## config.mk

```make
export PLATFORM = sky130hd
export DESIGN_NAME = speed_seven_segment_display_driver
export DESIGN_NICKNAME = d
export VERILOG_FILES = /design/src/design/sdd_pkg.sv /design/src/design/sdd_timers.sv /design/src/design/sdd_speed.sv /design/src/design/sdd_digit.sv /design/src/design/speed_seven_segment_display_driver.sv
export SDC_FILE = /design/constraint.sdc
export NUM_CORES = 1
export LEC_CHECK = 0
export BUFFER_PORTS_ARGS = -buffer_cell sky130_fd_sc_hd__buf_2
export CAP_MARGIN = 25
export CORE_AREA = 2 2 258 260
export CTS_CLUSTER_SIZE = 40
export DETAILED_ROUTE_END_ITERATION = 16
export DIE_AREA = 0 0 260 262
export PLACE_DENSITY_LB_ADDON = 0.25
export SYNTH_ARGS = -nofsm -noshare
export SYNTH_HDL_FRONTEND = slang
export SYNTH_HIERARCHICAL = 1
export SYNTH_SLANG_ARGS = --single-unit
```

## constraint.sdc

```tcl
create_clock -name clk_i -period 30.3 [get_ports clk_i]
set_input_delay 6.06 -clock clk_i [delete_from_list [all_inputs] [get_ports clk_i]]
set_output_delay 6.06 -clock clk_i [all_outputs]
set_load 0.005 [all_outputs]
```

## src/design/sdd_pkg.sv

```systemverilog
// shared types, constants and helpers for the speed display driver
`timescale 1ns / 1ps

package sdd_pkg;

  // speed limits and field widths
  localparam int unsigned SpeedW   = 14;
  localparam logic [13:0] SpeedMax = 14'd9999;
  localparam int unsigned ElapsedW = 10;
  localparam int unsigned CfgW     = 20;
  localparam int unsigned CfgIdxW  = 2;

  // configuration register indexes
  typedef enum logic [1:0] {
    CFG_BLINK_ON     = 2'd0,
    CFG_BLINK_PERIOD = 2'd1,
    CFG_SCREEN_TO    = 2'd2,
    CFG_UNUSED       = 2'd3
  } cfg_idx_e;

  // configuration reset values
  localparam logic [15:0] BlinkOnRst     = 16'd800;
  localparam logic [15:0] BlinkPeriodRst = 16'd1000;
  localparam logic [19:0] ScreenToRst    = 20'd300000;

  // ramp modes of the shown speed
  typedef enum logic [1:0] {
    RAMP_UNDECIDED = 2'd0,
    RAMP_RISING    = 2'd1,
    RAMP_FALLING   = 2'd2,
    RAMP_HOLDING   = 2'd3
  } ramp_mode_e;

  // digit enables
  localparam logic [7:0] DigThousands = 8'h80;
  localparam logic [7:0] DigHundreds  = 8'h40;
  localparam logic [7:0] DigTens      = 8'h20;
  localparam logic [7:0] DigUnits     = 8'h10;
  localparam logic [7:0] DigNone      = 8'h00;

  // slot codes of the multiplex counter
  localparam logic [2:0] SlotThousands = 3'd1;
  localparam logic [2:0] SlotHundreds  = 3'd2;
  localparam logic [2:0] SlotTens      = 3'd3;
  localparam logic [2:0] SlotUnits     = 3'd4;
  localparam logic [2:0] SlotIdle      = 3'd0;

  // timer flags after the timers of one transaction
  typedef struct packed {
    logic blink_dark;
    logic screen_off;
  } timer_status_t;

  // display slot result
  typedef struct packed {
    logic [7:0] segments;
    logic       segments_written;
    logic [7:0] digit_select;
    logic       latch;
  } slot_result_t;

  // clamp a raw speed field to the display range
  function automatic logic [13:0] sat_speed(input logic [13:0] v);
    sat_speed = (v > SpeedMax) ? SpeedMax : v;
  endfunction

  // seven-segment pattern, bit7 is segment a
  function automatic logic [7:0] seg_pattern(input logic [3:0] digit);
    unique case (digit)
      4'd0:    seg_pattern = 8'hFC;
      4'd1:    seg_pattern = 8'h60;
      4'd2:    seg_pattern = 8'hDA;
      4'd3:    seg_pattern = 8'hF2;
      4'd4:    seg_pattern = 8'h66;
      4'd5:    seg_pattern = 8'hB6;
      4'd6:    seg_pattern = 8'hBE;
      4'd7:    seg_pattern = 8'hE0;
      4'd8:    seg_pattern = 8'hFE;
      4'd9:    seg_pattern = 8'hF6;
      default: seg_pattern = 8'h00;
    endcase
  endfunction

endpackage

```

## src/design/sdd_timers.sv

```systemverilog
// blink timer and idle screen-off timer
`timescale 1ns / 1ps

module sdd_timers (
  input  logic                  clk_i,
  input  logic                  rst_ni,
  input  logic                  en_i,
  input  logic                  tick_i,
  input  logic [9:0]            elapsed_i,
  input  logic                  run_i,
  input  logic                  knob_i,
  input  logic [15:0]           blink_on_i,
  input  logic [15:0]           blink_period_i,
  input  logic [19:0]           screen_to_i,
  output sdd_pkg::timer_status_t status_o
);

  logic [15:0] blink_timer_q, blink_timer_d;
  logic        blink_flag_q, blink_flag_d;
  logic [19:0] idle_timer_q, idle_timer_d;
  logic        off_flag_q, off_flag_d;
  logic [16:0] blink_sum;
  logic [15:0] blink_sat;
  logic [20:0] idle_sum;

  assign blink_sum = 17'(blink_timer_q) + 17'(elapsed_i);
  assign blink_sat = blink_sum[16] ? 16'hFFFF : blink_sum[15:0];
  assign idle_sum  = 21'(idle_timer_q) + 21'(elapsed_i);

  always_comb begin
    blink_timer_d = blink_timer_q;
    blink_flag_d  = blink_flag_q;
    idle_timer_d  = idle_timer_q;
    off_flag_d    = off_flag_q;
    if (tick_i) begin
      if (run_i && !knob_i) begin
        // lit phase, dark phase, then restart with the flag kept
        if (blink_sat <= blink_on_i) begin
          blink_timer_d = blink_sat;
          blink_flag_d  = 1'b0;
        end else if (blink_sat <= blink_period_i) begin
          blink_timer_d = blink_sat;
          blink_flag_d  = 1'b1;
        end else begin
          blink_timer_d = '0;
        end
      end else begin
        blink_timer_d = '0;
        blink_flag_d  = 1'b0;
      end
      if (knob_i || run_i) begin
        idle_timer_d = '0;
        off_flag_d   = 1'b0;
      end else if (idle_sum > 21'(screen_to_i)) begin
        idle_timer_d = screen_to_i;
        off_flag_d   = 1'b1;
      end else begin
        idle_timer_d = idle_sum[19:0];
      end
    end
  end

  always_ff @(posedge clk_i or negedge rst_ni) begin
    if (!rst_ni) begin
      blink_timer_q <= '0;
      blink_flag_q  <= 1'b0;
      idle_timer_q  <= '0;
      off_flag_q    <= 1'b0;
    end else if (en_i) begin
      blink_timer_q <= blink_timer_d;
      blink_flag_q  <= blink_flag_d;
      idle_timer_q  <= idle_timer_d;
      off_flag_q    <= off_flag_d;
    end
  end

  assign status_o.blink_dark = blink_flag_d;
  assign status_o.screen_off = off_flag_d;

endmodule

```

## src/design/sdd_speed.sv

```systemverilog
// shown speed selection and one-step ramp toward the control speed
`timescale 1ns / 1ps

module sdd_speed (
  input  logic        clk_i,
  input  logic        rst_ni,
  input  logic        en_i,
  input  logic        refresh_i,
  input  logic        run_i,
  input  logic        knob_i,
  input  logic        stop_i,
  input  logic        ramp_reset_i,
  input  logic [13:0] set_speed_i,
  input  logic [13:0] actual_speed_i,
  input  logic [13:0] control_speed_i,
  output logic [13:0] speed_o
);

  logic [13:0]         speed_q, speed_d;
  sdd_pkg::ramp_mode_e mode_q, mode_d;
  logic [13:0]         setv, rel, ctl;

  assign setv = sdd_pkg::sat_speed(set_speed_i);
  assign rel  = sdd_pkg::sat_speed(actual_speed_i);
  assign ctl  = sdd_pkg::sat_speed(control_speed_i);

  always_comb begin
    speed_d = speed_q;
    mode_d  = ramp_reset_i ? sdd_pkg::RAMP_UNDECIDED : mode_q;
    if (refresh_i) begin
      if (!run_i || knob_i) begin
        speed_d = setv;
      end else if (stop_i) begin
        // coasting down toward the measured speed
        if (speed_q > rel) begin
          speed_d = speed_q - 14'd1;
        end
      end else begin
        // pick a direction from the measured speed first
        if (mode_d == sdd_pkg::RAMP_UNDECIDED) begin
          if (rel < ctl) begin
            mode_d  = sdd_pkg::RAMP_RISING;
            speed_d = rel;
          end else if (rel > ctl) begin
            mode_d  = sdd_pkg::RAMP_FALLING;
            speed_d = rel;
          end
        end
        unique case (mode_d)
          sdd_pkg::RAMP_RISING: begin
            if (speed_d < rel && speed_d < ctl) begin
              speed_d = speed_d + 14'd1;
            end
            if (speed_d >= ctl) begin
              mode_d = sdd_pkg::RAMP_HOLDING;
            end
          end
          sdd_pkg::RAMP_FALLING: begin
            if (speed_d > rel && speed_d > ctl) begin
              speed_d = speed_d - 14'd1;
            end else if (speed_d <= ctl) begin
              mode_d = sdd_pkg::RAMP_HOLDING;
            end
          end
          sdd_pkg::RAMP_HOLDING: begin
            speed_d = ctl;
          end
          default: begin
            speed_d = speed_d;
          end
        endcase
      end
    end
  end

  always_ff @(posedge clk_i or negedge rst_ni) begin
    if (!rst_ni) begin
      speed_q <= '0;
      mode_q  <= sdd_pkg::RAMP_UNDECIDED;
    end else if (en_i) begin
      speed_q <= speed_d;
      mode_q  <= mode_d;
    end
  end

  assign speed_o = speed_d;

endmodule

```

## src/design/sdd_digit.sv

```systemverilog
// multiplex slot counter, digit extraction and segment register
`timescale 1ns / 1ps

module sdd_digit (
  input  logic                  clk_i,
  input  logic                  rst_ni,
  input  logic                  en_i,
  input  logic                  refresh_i,
  input  logic [13:0]           speed_i,
  input  sdd_pkg::timer_status_t status_i,
  output sdd_pkg::slot_result_t result_o
);

  logic [2:0]  slot_q, slot_d, slot_inc;
  logic [7:0]  seg_q, seg_d;
  logic [27:0] prod_th;
  logic [26:0] prod_hu;
  logic [29:0] prod_te;
  logic [3:0]  q1000;
  logic [6:0]  q100;
  logic [9:0]  q10;
  logic [3:0]  dig_th, dig_hu, dig_te, dig_un;
  logic [6:0]  hu_full;
  logic [9:0]  te_full;
  logic [13:0] un_full;
  logic        wr;
  logic [7:0]  dsel;
  logic        latch;

  // constant reciprocals, exact for speeds up to 9999
  assign prod_th = 28'(speed_i) * 28'd8389;
  assign prod_hu = 27'(speed_i) * 27'd5243;
  assign prod_te = 30'(speed_i) * 30'd52429;
  assign q1000   = prod_th[26:23];
  assign q100    = prod_hu[25:19];
  assign q10     = prod_te[28:19];

  assign hu_full = q100 - ((7'(q1000) << 3) + (7'(q1000) << 1));
  assign te_full = q10 - ((10'(q100) << 3) + (10'(q100) << 1));
  assign un_full = speed_i - ((14'(q10) << 3) + (14'(q10) << 1));
  assign dig_th  = q1000;
  assign dig_hu  = hu_full[3:0];
  assign dig_te  = te_full[3:0];
  assign dig_un  = un_full[3:0];

  assign slot_inc = slot_q + 3'd1;

  always_comb begin
    slot_d = slot_q;
    seg_d  = seg_q;
    wr     = 1'b0;
    dsel   = sdd_pkg::DigNone;
    latch  = 1'b0;
    if (refresh_i) begin
      slot_d = slot_inc;
      unique case (slot_inc)
        sdd_pkg::SlotThousands: begin
          if (speed_i > 14'd999) begin
            seg_d = sdd_pkg::seg_pattern(dig_th);
            wr    = 1'b1;
            dsel  = sdd_pkg::DigThousands;
          end
        end
        sdd_pkg::SlotHundreds: begin
          if (speed_i > 14'd99) begin
            seg_d = sdd_pkg::seg_pattern(dig_hu);
            wr    = 1'b1;
            dsel  = sdd_pkg::DigHundreds;
          end
        end
        sdd_pkg::SlotTens: begin
          if (speed_i > 14'd9) begin
            seg_d = sdd_pkg::seg_pattern(dig_te);
            wr    = 1'b1;
            dsel  = sdd_pkg::DigTens;
          end
        end
        sdd_pkg::SlotUnits: begin
          seg_d = sdd_pkg::seg_pattern(dig_un);
          wr    = 1'b1;
          dsel  = sdd_pkg::DigUnits;
        end
        default: begin
          latch  = 1'b1;
          slot_d = sdd_pkg::SlotIdle;
        end
      endcase
      // screen off or dark blink phase hides the digit
      if (!latch && (status_i.screen_off || status_i.blink_dark)) begin
        dsel = sdd_pkg::DigNone;
      end
    end
  end

  always_ff @(posedge clk_i or negedge rst_ni) begin
    if (!rst_ni) begin
      slot_q <= sdd_pkg::SlotIdle;
      seg_q  <= '0;
    end else if (en_i) begin
      slot_q <= slot_d;
      seg_q  <= seg_d;
    end
  end

  assign result_o.segments         = seg_d;
  assign result_o.segments_written = wr;
  assign result_o.digit_select     = dsel;
  assign result_o.latch            = latch;

endmodule

```

## src/design/speed_seven_segment_display_driver.sv

```systemverilog
// top level of the multiplexed four-digit speed display driver
`timescale 1ns / 1ps

// Usage:
// - input channel (in_valid_i / in_stall_o) carries one transaction per status
//   sample: timer tick with elapsed milliseconds, refresh strobe, run / knob /
//   motor-stop flags, the three speeds and the ramp reset bit
// - every transaction with a tick advances the blink and idle timers; only a
//   refresh transaction produces an output transaction (out_valid_o / out_stall_i)
// - each refresh drives the next of five slots: thousands, hundreds, tens,
//   units, then a latch slot that restarts the slot counter
// - a transaction accepted into the input register is processed and leaves it
//   when it advances; a refresh result is then loaded into the result register
// - throughput: one transaction per cycle unless a refresh is blocked at the
//   result register; the state update (timers, ramp, slot counter) is one pass
//   of logic between the input register and the state and result registers
// - stall: the result register holds while out_stall_i is high; the input
//   register keeps a refresh transaction until the result register frees up,
//   and in_stall_o rises only while that register is blocked
// - reset clears timers, flags, shown speed, ramp mode, slot counter and the
//   segment register, and loads the configuration defaults
// - configuration writes are taken any time but are meant for an idle block
module speed_seven_segment_display_driver (
  input  logic        clk_i,
  input  logic        rst_ni,
  // configuration
  input  logic        cfg_we_i,
  input  logic [1:0]  cfg_idx_i,
  input  logic [19:0] cfg_data_i,
  // input channel
  input  logic        in_valid_i,
  output logic        in_stall_o,
  input  logic        timer_tick_i,
  input  logic [9:0]  elapsed_ms_i,
  input  logic        refresh_i,
  input  logic        run_status_i,
  input  logic        knob_active_i,
  input  logic        motor_stop_i,
  input  logic [13:0] set_speed_i,
  input  logic [13:0] actual_speed_i,
  input  logic [13:0] control_speed_i,
  input  logic        ramp_reset_i,
  // output channel
  output logic        out_valid_o,
  input  logic        out_stall_i,
  output logic [7:0]  segments_o,
  output logic        segments_written_o,
  output logic [7:0]  digit_select_o,
  output logic        latch_o,
  output logic [13:0] shown_speed_o,
  output logic        screen_off_o,
  output logic        blink_dark_o
);

  // configuration registers
  logic [15:0] blink_on_q, blink_period_q;
  logic [19:0] screen_to_q;

  // input register stage
  logic        in_vld_q;
  logic        tick_q, refresh_q, run_q, knob_q, stop_q, rreset_q;
  logic [9:0]  elapsed_q;
  logic [13:0] set_q, act_q, ctl_q;

  // result register stage
  logic        out_vld_q;
  logic [7:0]  seg_out_q, dsel_out_q;
  logic        wr_out_q, latch_out_q, off_out_q, dark_out_q;
  logic [13:0] speed_out_q;

  logic                   in_accept;
  logic                   out_free;
  logic                   advance;
  logic [13:0]            speed;
  sdd_pkg::timer_status_t status;
  sdd_pkg::slot_result_t  slot_res;

  // a non-refresh transaction never waits on the output side
  assign out_free   = !out_vld_q || !out_stall_i;
  assign advance    = in_vld_q && (!refresh_q || out_free);
  assign in_stall_o = in_vld_q && !advance;
  assign in_accept  = in_valid_i && !in_stall_o;

  always_ff @(posedge clk_i or negedge rst_ni) begin
    if (!rst_ni) begin
      blink_on_q     <= sdd_pkg::BlinkOnRst;
      blink_period_q <= sdd_pkg::BlinkPeriodRst;
      screen_to_q    <= sdd_pkg::ScreenToRst;
    end else if (cfg_we_i) begin
      unique case (sdd_pkg::cfg_idx_e'(cfg_idx_i))
        sdd_pkg::CFG_BLINK_ON:     blink_on_q     <= cfg_data_i[15:0];
        sdd_pkg::CFG_BLINK_PERIOD: blink_period_q <= cfg_data_i[15:0];
        sdd_pkg::CFG_SCREEN_TO:    screen_to_q    <= cfg_data_i;
        default: begin
          blink_on_q <= blink_on_q;
        end
      endcase
    end
  end

  // input register: valid bit
  always_ff @(posedge clk_i or negedge rst_ni) begin
    if (!rst_ni) begin
      in_vld_q <= 1'b0;
    end else if (in_accept) begin
      in_vld_q <= 1'b1;
    end else if (advance) begin
      in_vld_q <= 1'b0;
    end
  end

  // input register: payload
  always_ff @(posedge clk_i) begin
    if (in_accept) begin
      tick_q    <= timer_tick_i;
      elapsed_q <= elapsed_ms_i;
      refresh_q <= refresh_i;
      run_q     <= run_status_i;
      knob_q    <= knob_active_i;
      stop_q    <= motor_stop_i;
      set_q     <= set_speed_i;
      act_q     <= actual_speed_i;
      ctl_q     <= control_speed_i;
      rreset_q  <= ramp_reset_i;
    end
  end

  sdd_timers u_timers (
    .clk_i          (clk_i),
    .rst_ni         (rst_ni),
    .en_i           (advance),
    .tick_i         (tick_q),
    .elapsed_i      (elapsed_q),
    .run_i          (run_q),
    .knob_i         (knob_q),
    .blink_on_i     (blink_on_q),
    .blink_period_i (blink_period_q),
    .screen_to_i    (screen_to_q),
    .status_o       (status)
  );

  sdd_speed u_speed (
    .clk_i           (clk_i),
    .rst_ni          (rst_ni),
    .en_i            (advance),
    .refresh_i       (refresh_q),
    .run_i           (run_q),
    .knob_i          (knob_q),
    .stop_i          (stop_q),
    .ramp_reset_i    (rreset_q),
    .set_speed_i     (set_q),
    .actual_speed_i  (act_q),
    .control_speed_i (ctl_q),
    .speed_o         (speed)
  );

  sdd_digit u_digit (
    .clk_i     (clk_i),
    .rst_ni    (rst_ni),
    .en_i      (advance),
    .refresh_i (refresh_q),
    .speed_i   (speed),
    .status_i  (status),
    .result_o  (slot_res)
  );

  // result register: valid bit
  always_ff @(posedge clk_i or negedge rst_ni) begin
    if (!rst_ni) begin
      out_vld_q <= 1'b0;
    end else if (advance && refresh_q) begin
      out_vld_q <= 1'b1;
    end else if (!out_stall_i) begin
      out_vld_q <= 1'b0;
    end
  end

  // result register: payload
  always_ff @(posedge clk_i) begin
    if (advance && refresh_q) begin
      seg_out_q   <= slot_res.segments;
      wr_out_q    <= slot_res.segments_written;
      dsel_out_q  <= slot_res.digit_select;
      latch_out_q <= slot_res.latch;
      speed_out_q <= speed;
      off_out_q   <= status.screen_off;
      dark_out_q  <= status.blink_dark;
    end
  end

  assign out_valid_o        = out_vld_q;
  assign segments_o         = seg_out_q;
  assign segments_written_o = wr_out_q;
  assign digit_select_o     = dsel_out_q;
  assign latch_o            = latch_out_q;
  assign shown_speed_o      = speed_out_q;
  assign screen_off_o       = off_out_q;
  assign blink_dark_o       = dark_out_q;

`ifndef SYNTHESIS
  // the latch slot never selects a digit nor writes a pattern
  a_latch_quiet: assert property (@(posedge clk_i) disable iff (!rst_ni)
    out_vld_q && latch_out_q |-> dsel_out_q == sdd_pkg::DigNone && !wr_out_q)
    else $error("latch slot selected a digit or wrote a pattern");

  // at most one digit enabled, and only with a fresh pattern
  a_dsel_onehot: assert property (@(posedge clk_i) disable iff (!rst_ni)
    out_vld_q |-> $onehot0(dsel_out_q) &&
                  (dsel_out_q == sdd_pkg::DigNone || wr_out_q))
    else $error("digit select not one-hot or without a written pattern");

  // dark or screen-off results keep the digits blank
  a_blank_dark: assert property (@(posedge clk_i) disable iff (!rst_ni)
    out_vld_q && (off_out_q || dark_out_q) |-> dsel_out_q == sdd_pkg::DigNone)
    else $error("digit selected while dark or screen off");

  // shown speed stays in display range
  a_speed_range: assert property (@(posedge clk_i) disable iff (!rst_ni)
    out_vld_q |-> speed_out_q <= sdd_pkg::SpeedMax)
    else $error("shown speed above display range");

  // a stalled refresh leaves the input register loaded on the next cycle
  a_stall_holds: assert property (@(posedge clk_i) disable iff (!rst_ni)
    in_vld_q && !advance |=> in_vld_q && $stable(refresh_q))
    else $error("blocked transaction left the input register");
`endif

endmodule
```

Word-level counts from Yosys, hierarchy flattened
Memories as Yosys holds them, arrays and structs flattened.
Cells that the tools add are included.
{"block": "op_classes", "n_addsub": 12, "multipliers": 3, "div": 0, "n_lt_le_gt_ge": 18, "n_eq_ne": 10, "n_shift": 0, "n_mux": 67, "n_bitwise": 1, "reduce_logical": 31}
{"operator": "2-to-1 mux 14 bit", "n": 19}
{"operator": "2-to-1 mux 16 bit", "n": 4}
{"operator": "one-hot mux 8 bit (4 select lines)", "n": 2}
{"operator": "> comparator 14 bit", "n": 4}
{"operator": "> comparator 14 bit, second input constant", "n": 3}
{"operator": "less-than comparator 14 bit", "n": 3}
{"operator": "one-hot mux 14 bit (3 select lines)", "n": 1}
{"operator": "2-to-1 mux 20 bit", "n": 2}
{"operator": "2-to-1 mux 8 bit", "n": 5}
{"operator": "less-or-equal comparator 16 bit", "n": 2}
{"operator": "subtractor 14 x 1 -> 14 bit, second input constant", "n": 2}
{"operator": "multiplier 14 x 14 -> 27 bit, second input constant", "n": 1}
{"operator": "2-to-1 mux 2 bit", "n": 13}
{"operator": "multiplier 14 x 13 -> 23 bit, second input constant", "n": 1}
{"operator": "multiplier 14 x 16 -> 23 bit, second input constant", "n": 1}
{"operator": "adder 20 x 10 -> 21 bit", "n": 1}
{"operator": "> comparator 21 x 20 -> 1 bit", "n": 1}
{"operator": "adder 16 x 10 -> 17 bit", "n": 1}
{"operator": "2-to-1 mux 1 bit", "n": 16}
{"operator": "adder 14 x 1 -> 14 bit, second input constant", "n": 1}
{"operator": "greater-or-equal comparator 14 bit", "n": 1}
{"operator": "> comparator 14 x 10 -> 1 bit, second input constant", "n": 1}
{"operator": "> comparator 14 x 4 -> 1 bit, second input constant", "n": 1}
{"operator": "> comparator 14 x 7 -> 1 bit, second input constant", "n": 1}
{"operator": "24 further kinds", "n": 55}
{"block": "totals", "register_bits": 211, "latch_bits": 0, "ramBits": 0, "romBits": 448, "inputBits": 85, "elab_cells": 176, "memories": 4}
{"name": "(no name shown)", "words": 16, "width": 7, "rd": 1, "rd_ports_with_merged_regs": 0, "wr": 0, "line_no": "sdd_pkg.sv:69", "rtl": "unique case (digit)"}
{"name": "(no name shown)", "words": 16, "width": 7, "rd": 1, "rd_ports_with_merged_regs": 0, "wr": 0, "line_no": "sdd_pkg.sv:69"}
{"name": "(no name shown)", "words": 16, "width": 7, "rd": 1, "rd_ports_with_merged_regs": 0, "wr": 0, "line_no": "sdd_pkg.sv:69"}
{"name": "(no name shown)", "words": 16, "width": 7, "rd": 1, "rd_ports_with_merged_regs": 0, "wr": 0, "line_no": "sdd_pkg.sv:69"}

Logic depth before layout (Yosys ltp)
Gate-level depths: netlist (run 1).
An unclocked memory read counts as a cell.
{"block": "depth", "ltp_word": 27, "mapped_depth": 60}

Cells and area by module
The synthesis (run 1) kept the hierarchy.
{"mod": "sdd_digit", "instances": 1, "cells_each": 1186, "area_each_um2": 10457.5, "seq_area_each_um2": 275.3}
{"mod": "sdd_speed", "instances": 1, "cells_each": 786, "area_each_um2": 5395.2, "seq_area_each_um2": 400.4}
{"mod": "speed_seven_segment_display_driver", "instances": 1, "cells_each": 215, "area_each_um2": 4835.9, "seq_area_each_um2": 4135.2}
{"mod": "sdd_timers", "instances": 1, "cells_each": 544, "area_each_um2": 4481.8, "seq_area_each_um2": 950.9}

Worst setup path before layout (run 1)
Ideal clock, no wire load.
{"block": "synth_path", "path_kind": "reg2reg", "startpoint": "register act_q[6]", "endpoint": "register seg_out_q[6] (netlist: segments_o[6]), data pin", "t_arrival_ns": 12.835, "path_slack_ns": 17.209, "stages_incl_launch_ff": 55, "n_path_buf": 3, "cell_sequence": "edfxtp_1 nor4_1 o21ai_0 nand2_1 nand2b_1 ha_1 nand3_1 or2_2 a21oi_4 nand4_4 o31ai_4 nand2_2 buf_2 buf_1 a21oi_1 inv_1 ha_1 nand4_1 (+19 left out) inv_1 fa_1 inv_1 fa_1 inv_1 ha_1 nand3_1 or4_1 o211ai_2 xnor2_1 inv_1 ha_1 xor2_1 a2111oi_0 nor3_1 a211oi_1 o211ai_1 a22o_2"}
{"element": "start: declaration", "line_no": "speed_seven_segment_display_driver.sv:63", "rtl": "logic [13:0] set_q, act_q, ctl_q;"}
{"element": "start signal: assignment", "line_no": "speed_seven_segment_display_driver.sv:122", "rtl": "act_q <= actual_speed_i;"}
{"element": "end signal: assignment", "line_no": "speed_seven_segment_display_driver.sv:181", "rtl": "seg_out_q <= slot_res.segments;"}
{"element": "end: declaration", "line_no": "speed_seven_segment_display_driver.sv:67", "rtl": "logic [7:0] seg_out_q, dsel_out_q;"}

==> summary.md, run 1 <==
| Metric | Value |
|---|---|
| WL per Instance | `21.5 um` |
| Clock slew at reported path FFs | `0.06 ns` |
| Pins Over Slew Limit | `0` |
| # setup viols final | `0` |
| Critical path startpoint category | `flip-flop` |
| MaxCap Viol Count | `0` |
| CTS buffer count | `28` |
| CTS Hold Bufs | `0` |
| TritonCTS clock tree | `built` |
| Die W | `260 um` |
| Number of synthesized register bits | `211` |
| Number of distinct library cells after synthesis | `119` |
| GPL Wtd Cong | `0.962` |
| Final setup TNS | `0 ns` |
| Synthesized cell area | `0.0252 mm2` |
| Fraction of layout cells with a size suffix above 1 | `12.8%` |
| Post-Synthesis Cells | `2731` |
| Clock skew | `0.0469 ns` |
| Met3 usage in global routing | `3.56%` |
| Number of synthesized flops with an enable pin | `92` |
| Max stage delay on crit path | `0.68 ns` |
| Most used cell along the critical path | `ha_1` |
| Clk_lat worst skew | `0.60 ns` |
| Syn Area/Cell | `9.22 um2` |
| CP Max Fanout | `22` |
| I/O pins | `121` |
| Status | `finished clean` |
| H-tree depth | `1` |
| Global route hottest layer | `met2` |
| Number of global-route vias before repair | `21228` |
| Final net count | `3465` |
| DR vias/cell | `5.68` |
| Largest net degree at the start of global routing | `74` |
| Ys async rst share | `56.4%` |
| Die area | `0.0681 mm2` |
| Post-CTS setup buffers | `0` |
| Filler Cell Count | `6461` |
| Pre-Repair DR Iteration Count | `6` |
| CTS Sinks | `211` |
| Unrepaired setup endpoints after global routing | `no` |
| Synth Warn # | `6` |
| First-pass GRT wire length | `124000 um` |
| Final ANT Viol Nets | `0` |
| Most frequent cells in the layout | `inv_1 (415), ha_1 (413), nand2_1 (191)` |
| Die height | `262 um` |
| Fin crit period | `15.00 ns` |
| Ys flop type | `dfrtp_1` |
| Yosys top cell by area | `ha_1` |
| Worst EP arrival | `15.31 ns` |
| Vias | `21144` |
| Fmax | `66.7 MHz` |
| Area grow syn2layout | `10.1%` |
| Root buffer cell | `clkbuf_16` |
| GR Util met1 | `31.8%` |
| GRT Util Overall | `23.4%` |
| Met2 usage | `38.8%` |
| Worst Hold Class | `flip-flop to flip-flop` |
| Post-synthesis sequential area ratio | `22.9%` |
| Most common cell after layout, fill and taps aside | `inv_1` |
| Post-DP HPWL | `64000 um` |
| Drt drc | `0` |
| Final Hold Fails | `0` |
| Synth area leaders | `ha_1 (21%), edfxtp_1 (11%), fa_1 (10%)` |
| Slew @ Worst Pin | `1.02 ns` |
| Share of the synthesized area in the top cell type | `20.5%` |
| Port bufs | `120` |
| Total Wirelength | `80000 um` |
| Rel. slew slack | `31.2%` |
| Antenna violations before repair | `2` |
| Core Rows | `94` |
| Crit. End Element | `flip-flop` |
| Req. time, crit path | `30.61 ns` |
| # resized after CTS | `0` |
| Clock buffer depth | `3` |
| Setup CP Type | `flip-flop to flip-flop` |
| Critical-path top delay cell | `and4_1` |
| Initial Util | `38.6%` |
| Gr ovfl total | `0` |
| Detailed Route Iter0 Violations | `1559` |
| Final period util | `49.5%` |
| CORE AREA | `0.0653 mm2` |
-- through the flow --
| step | setup slack, ns | hold slack, ns | utilization (%) | cells | instance area, um2 |
|---|---|---|---|---|---|
| after floorplan | 17.21 | 0.444 | - | 2734 | 25200 |
| after global placement | 15.86 | 0.461 | 40.9 | 3665 | 26700 |
| after detailed placement | 15.74 | 0.465 | 41.0 | 3667 | 26700 |
| after CTS | 15.67 | 0.481 | 42.4 | 3719 | 27700 |
| after global routing | 14.62 | 0.492 | 42.4 | 3721 | 27700 |
| final | 15.30 | 0.475 | 42.4 | 3722 | 27700 |
-- layout make-up --
cell class | count | area (um2) | area share (%)
Sequential cell | 211 | 5760 | 20.8
Clock inverter | 12 | 154 | 0.556
Inverter | 420 | 1580 | 5.70
Clock buffer | 40 | 776 | 2.80
Antenna cell | 1 | 2.50 | 0.00903
Multi-Input combinational cell | 2021 | 17500 | 63.1
Timing Repair Buffer | 153 | 868 | 3.13
Tap cell | 864 | 1080 | 3.90
-- registers in the layout, summed over array words and instances (netlist names), 10 cells and up --
name                    cells
screen_to_q                20
blink_on_q                 16
u_timers/blink_timer_q     16
u_timers/idle_timer_q      20
ctl_q                      14
set_q                      14
blink_period_q             16
elapsed_q                  10
shown_speed_o              14
u_speed/speed_q            14
act_q                      14
-- Yosys cell counts, types with 9 or more instances --
cell type  number
nand3_1        59
ha_1          413
a22o_1         11
and2_1         15
or2_2          14
xor2_1         22
mux2_2         59
buf_2          10
dfstp_2        17
a211o_1        11
nor3_1         55
or3_1          17
o211ai_1       30
nor4_1         18
o22ai_1        25
a21oi_1       117
xnor2_1        59
nand2_1       191
a211oi_1       25
o31ai_1        14
a221oi_1       15
nor2b_1        23
nor2_1        143
o21ai_0        95
nand4_1        56
o21a_1         27
buf_6           9
nand2b_1       27
a2bb2oi_1       9
fa_1          132
and3_1         21
inv_1         415
buf_4          12
clkbuf_1       40
a31oi_1        37
mux2i_1        37
dfrtp_1       102
a21o_1         42
edfxtp_1       92
o21ai_1        21
-- critical path: cells and delay by family, from the launching register on --
family          cells  cell delay [ns]
xor+xnor            4             1.02
buf+inv             7             1.42
simple gates       10             2.87
flops               1             0.42
fa+ha+maj          10             3.73
compound gates     20             5.21
-- layer usage --
layer | vias to the layer above | wire length (um)
met5 | - | 0
met4 | 0 | 2010
met3 | 118 | 5280
met2 | 728 | 36800
met1 | 10411 | 35800
li1 | 9887 | -
-- path summary, 6_finish.rpt --
path	start	end	slack, ns	depth (start not counted)
setup / recovery	ctl_q[11]	segments_o[6]	15.30	51
hold / removal	u_digit/seg_q[0]	u_digit/seg_q[0]	0.48	1
setup reg to reg	ctl_q[11]	segments_o[6]	15.30	51
hold reg to reg	u_digit/seg_q[0]	u_digit/seg_q[0]	0.48	1
max in group asynchronous	rst_ni	u_digit/seg_q[0]	23.71	2
min in group asynchronous	rst_ni	blink_on_q[10]	5.44	1
-- kinds of logic (layout without fill, tap and decap cells) --
family | Yosys count | count (layout) | synth area share [%]
AO/OA/AOI/OAI | 596 | 596 | 16.8
AND/OR/NAND/NOR | 697 | 697 | 14.1
buffers and inverters | 502 | 625 | 8.05
XOR/XNOR | 82 | 82 | 2.91
multiplexers | 97 | 97 | 4.17
other | 1 | 5 | 0.0149
flip-flops | 211 | 211 | 22.9
adder cells (fa/ha/maj) | 545 | 545 | 31.0
Power of run 1 is not shown: default switching activity piles up to over one toggle a cycle in this logic, so the estimate is an artifact.
==> inputs of run 2 (changes only) <==
Clock period 30.3 ns to 14.5 ns, I/O delays scaled along.
==> summary.md, run 2 (same netlist as run 1, synthesis figures left out) <==
| Metric | Value |
|---|---|
| Finished Cell Area | `0.0281 mm2 (was 0.0277 mm2)` |
| Worst slack, placed | `0.160 ns (was 15.74 ns)` |
| Largest net degree at the start of global routing | `68 (was 74)` |
| CTS buffer count | `28 (unchanged)` |
| H-tree depth | `1 (unchanged)` |
| Port bufs | `120 (unchanged)` |
| DR vias/cell | `5.66 (was 5.68)` |
| Largest regs | `screen_to_q x20, u_timers/idle_timer_q x20 (unchanged)` |
| Area grow syn2layout | `11.5% (was 10.1%)` |
| Worst Hold Class | `flip-flop to flip-flop (unchanged)` |
| Clock skew | `0.0597 ns (was 0.0469 ns)` |
| Worst EP arrival | `14.06 ns (was 15.31 ns)` |
| Antenna violations before repair | `0 (was 2)` |
| DP Area | `0.0271 mm2 (was 0.0267 mm2)` |
| TritonCTS clock tree | `built (unchanged)` |
| Gr ovfl total | `0 (unchanged)` |
| Detailed Route Iter0 Violations | `1774 (was 1559)` |
| WHS Path Cells | `1 (unchanged)` |
| Unrepaired setup endpoints after global routing | `no (unchanged)` |
| CTS Sinks | `211 (unchanged)` |
| Clock slew at reported path FFs | `0.06 ns (about the same)` |
| Final setup TNS | `0 ns (unchanged)` |
| Status | `finished clean (unchanged)` |
| Final net count | `3510 (was 3465)` |
| N_diodes | `0 (was 1)` |
| GRT Util Overall | `23.9% (was 23.4%)` |
| Clock buffer depth | `3 (unchanged)` |
| Initial Util | `38.6% (unchanged)` |
| Die W | `260 um (unchanged)` |
| Final ANT Viol Nets | `0 (unchanged)` |
| Fmax | `72.7 MHz (was 66.7 MHz)` |
| Most common cell after layout, fill and taps aside | `inv_1 (unchanged)` |
| Critical path startpoint category | `flip-flop (unchanged)` |
| Slew @ Worst Pin | `0.990 ns (was 1.02 ns)` |
| Die height | `262 um (unchanged)` |
| Pins Over Slew Limit | `0 (unchanged)` |
| Final WS setup | `0.752 ns (was 15.30 ns)` |
| First-pass GRT wire length | `126000 um (was 124000 um)` |
| GPL Wtd Cong | `0.963 (was 0.962)` |
| Fin crit period | `13.75 ns (was 15.00 ns)` |
| Root buffer cell | `clkbuf_16 (unchanged)` |
| R2r worst-path depth | `53 (was 51)` |
| Final Hold Fails | `0 (unchanged)` |
| Final period util | `94.8% (was 49.5%)` |
| Vias | `21304 (was 21144)` |
| Number of global-route vias before repair | `21409 (was 21228)` |
| Pre-Repair DR Iteration Count | `8 (was 6)` |
| Post-DP HPWL | `66600 um (was 64000 um)` |
| CORE AREA | `0.0653 mm2 (unchanged)` |
| Setup CP Type | `flip-flop to flip-flop (unchanged)` |
| Most used cell along the critical path | `ha_1 (unchanged)` |
| Die area | `0.0681 mm2 (unchanged)` |
| MaxCap Viol Count | `0 (unchanged)` |
| Max stage delay on crit path | `0.55 ns (was 0.68 ns)` |
| Drt drc | `0 (unchanged)` |
| Req. time, crit path | `14.81 ns (was 30.61 ns)` |
| Rel. slew slack | `33.9% (was 31.2%)` |
| Core Rows | `94 (unchanged)` |
| Critical-path top delay cell | `or4_1 (was and4_1)` |
| Total Wirelength | `81800 um (was 80000 um)` |
| Clk_lat worst skew | `0.61 ns (was 0.60 ns)` |
| # setup viols final | `0 (unchanged)` |
| Fraction of layout cells with a size suffix above 1 | `14.4% (was 12.8%)` |
| CP Max Fanout | `14 (was 22)` |
| Filler Cell Count | `6388 (was 6461)` |
| WL per Instance | `21.7 um (was 21.5 um)` |
| I/O pins | `121 (unchanged)` |
| Crit. End Element | `flip-flop (unchanged)` |
| Most frequent cells in the layout | `inv_1 (415), ha_1 (413), nand2_1 (191) (unchanged)` |
run 2: changes by cell type in the layout (fill, tap and decap cells not counted), sizes merged:
cell,previous run,this run
buf,153,198
clkinv,8,11
clkinvlp,3,0
bufinv,2,0
clkbuf,40,41
diode,1,0
inv,419,420
run 2: cell type report:
| type | count | area, um2 | area share [%] |
|---|---|---|---|
| Clock inverter | 11 | 88.8 | 0.316 |
| Timing Repair Buffer | 198 | 1230 | 4.38 |
| Sequential cell | 211 | 5760 | 20.5 |
| Inverter | 420 | 1580 | 5.62 |
| Multi-Input combinational cell | 2021 | 17600 | 62.6 |
| Clock buffer | 41 | 769 | 2.74 |
| Tap cell | 864 | 1080 | 3.85 |
run 2: timing repair:
action	CTS	global route
resized for setup	0	18
hold buffers	0	0
buffers inserted	0	3
endpoints found under the setup margin	0	14
run 2: stage by stage:
step                instances  hold slack (ns)  utilization, %
finish                   3766            0.483            43.0
global route             3766            0.512            43.0
floorplan                2734            0.444               -
CTS                      3762            0.485            42.8
detailed placement       3710            0.466            41.5
global placement         3709            0.469            41.5
run 2: worst paths after layout:
check	from	endpoint	slack, ns
setup / recovery	act_q[6]	segments_o[2]	0.75
hold / removal	u_digit/seg_q[0]	u_digit/seg_q[0]	0.48
setup reg to reg	act_q[6]	segments_o[2]	0.75
hold reg to reg	u_digit/seg_q[0]	u_digit/seg_q[0]	0.48
max in group asynchronous	rst_ni	u_digit/seg_q[4]	11.04
min in group asynchronous	rst_ni	blink_on_q[11]	2.35
run 2: routing by layer:
layer	wire, um	track usage (%)	part of all wire [%]
met2	38200	40.2	47
met3	4630	2.66	5.7
met4	2320	5.91	2.8
met5	0	0	0
met1	36600	32.7	45
run 2: critical path: cells and delay by family (launching register included):
family | cells | cell delay [ns]
XOR/XNOR | 1 | 0.23
AND/OR/NAND/NOR | 20 | 4.04
AO/OA/AOI/OAI | 14 | 3.37
multiplexers | 1 | 0.26
flip-flops | 1 | 0.44
buffers and inverters | 7 | 1.13
adder cells (fa/ha/maj) | 10 | 3.94
Power of run 2 is left out for the same reason.
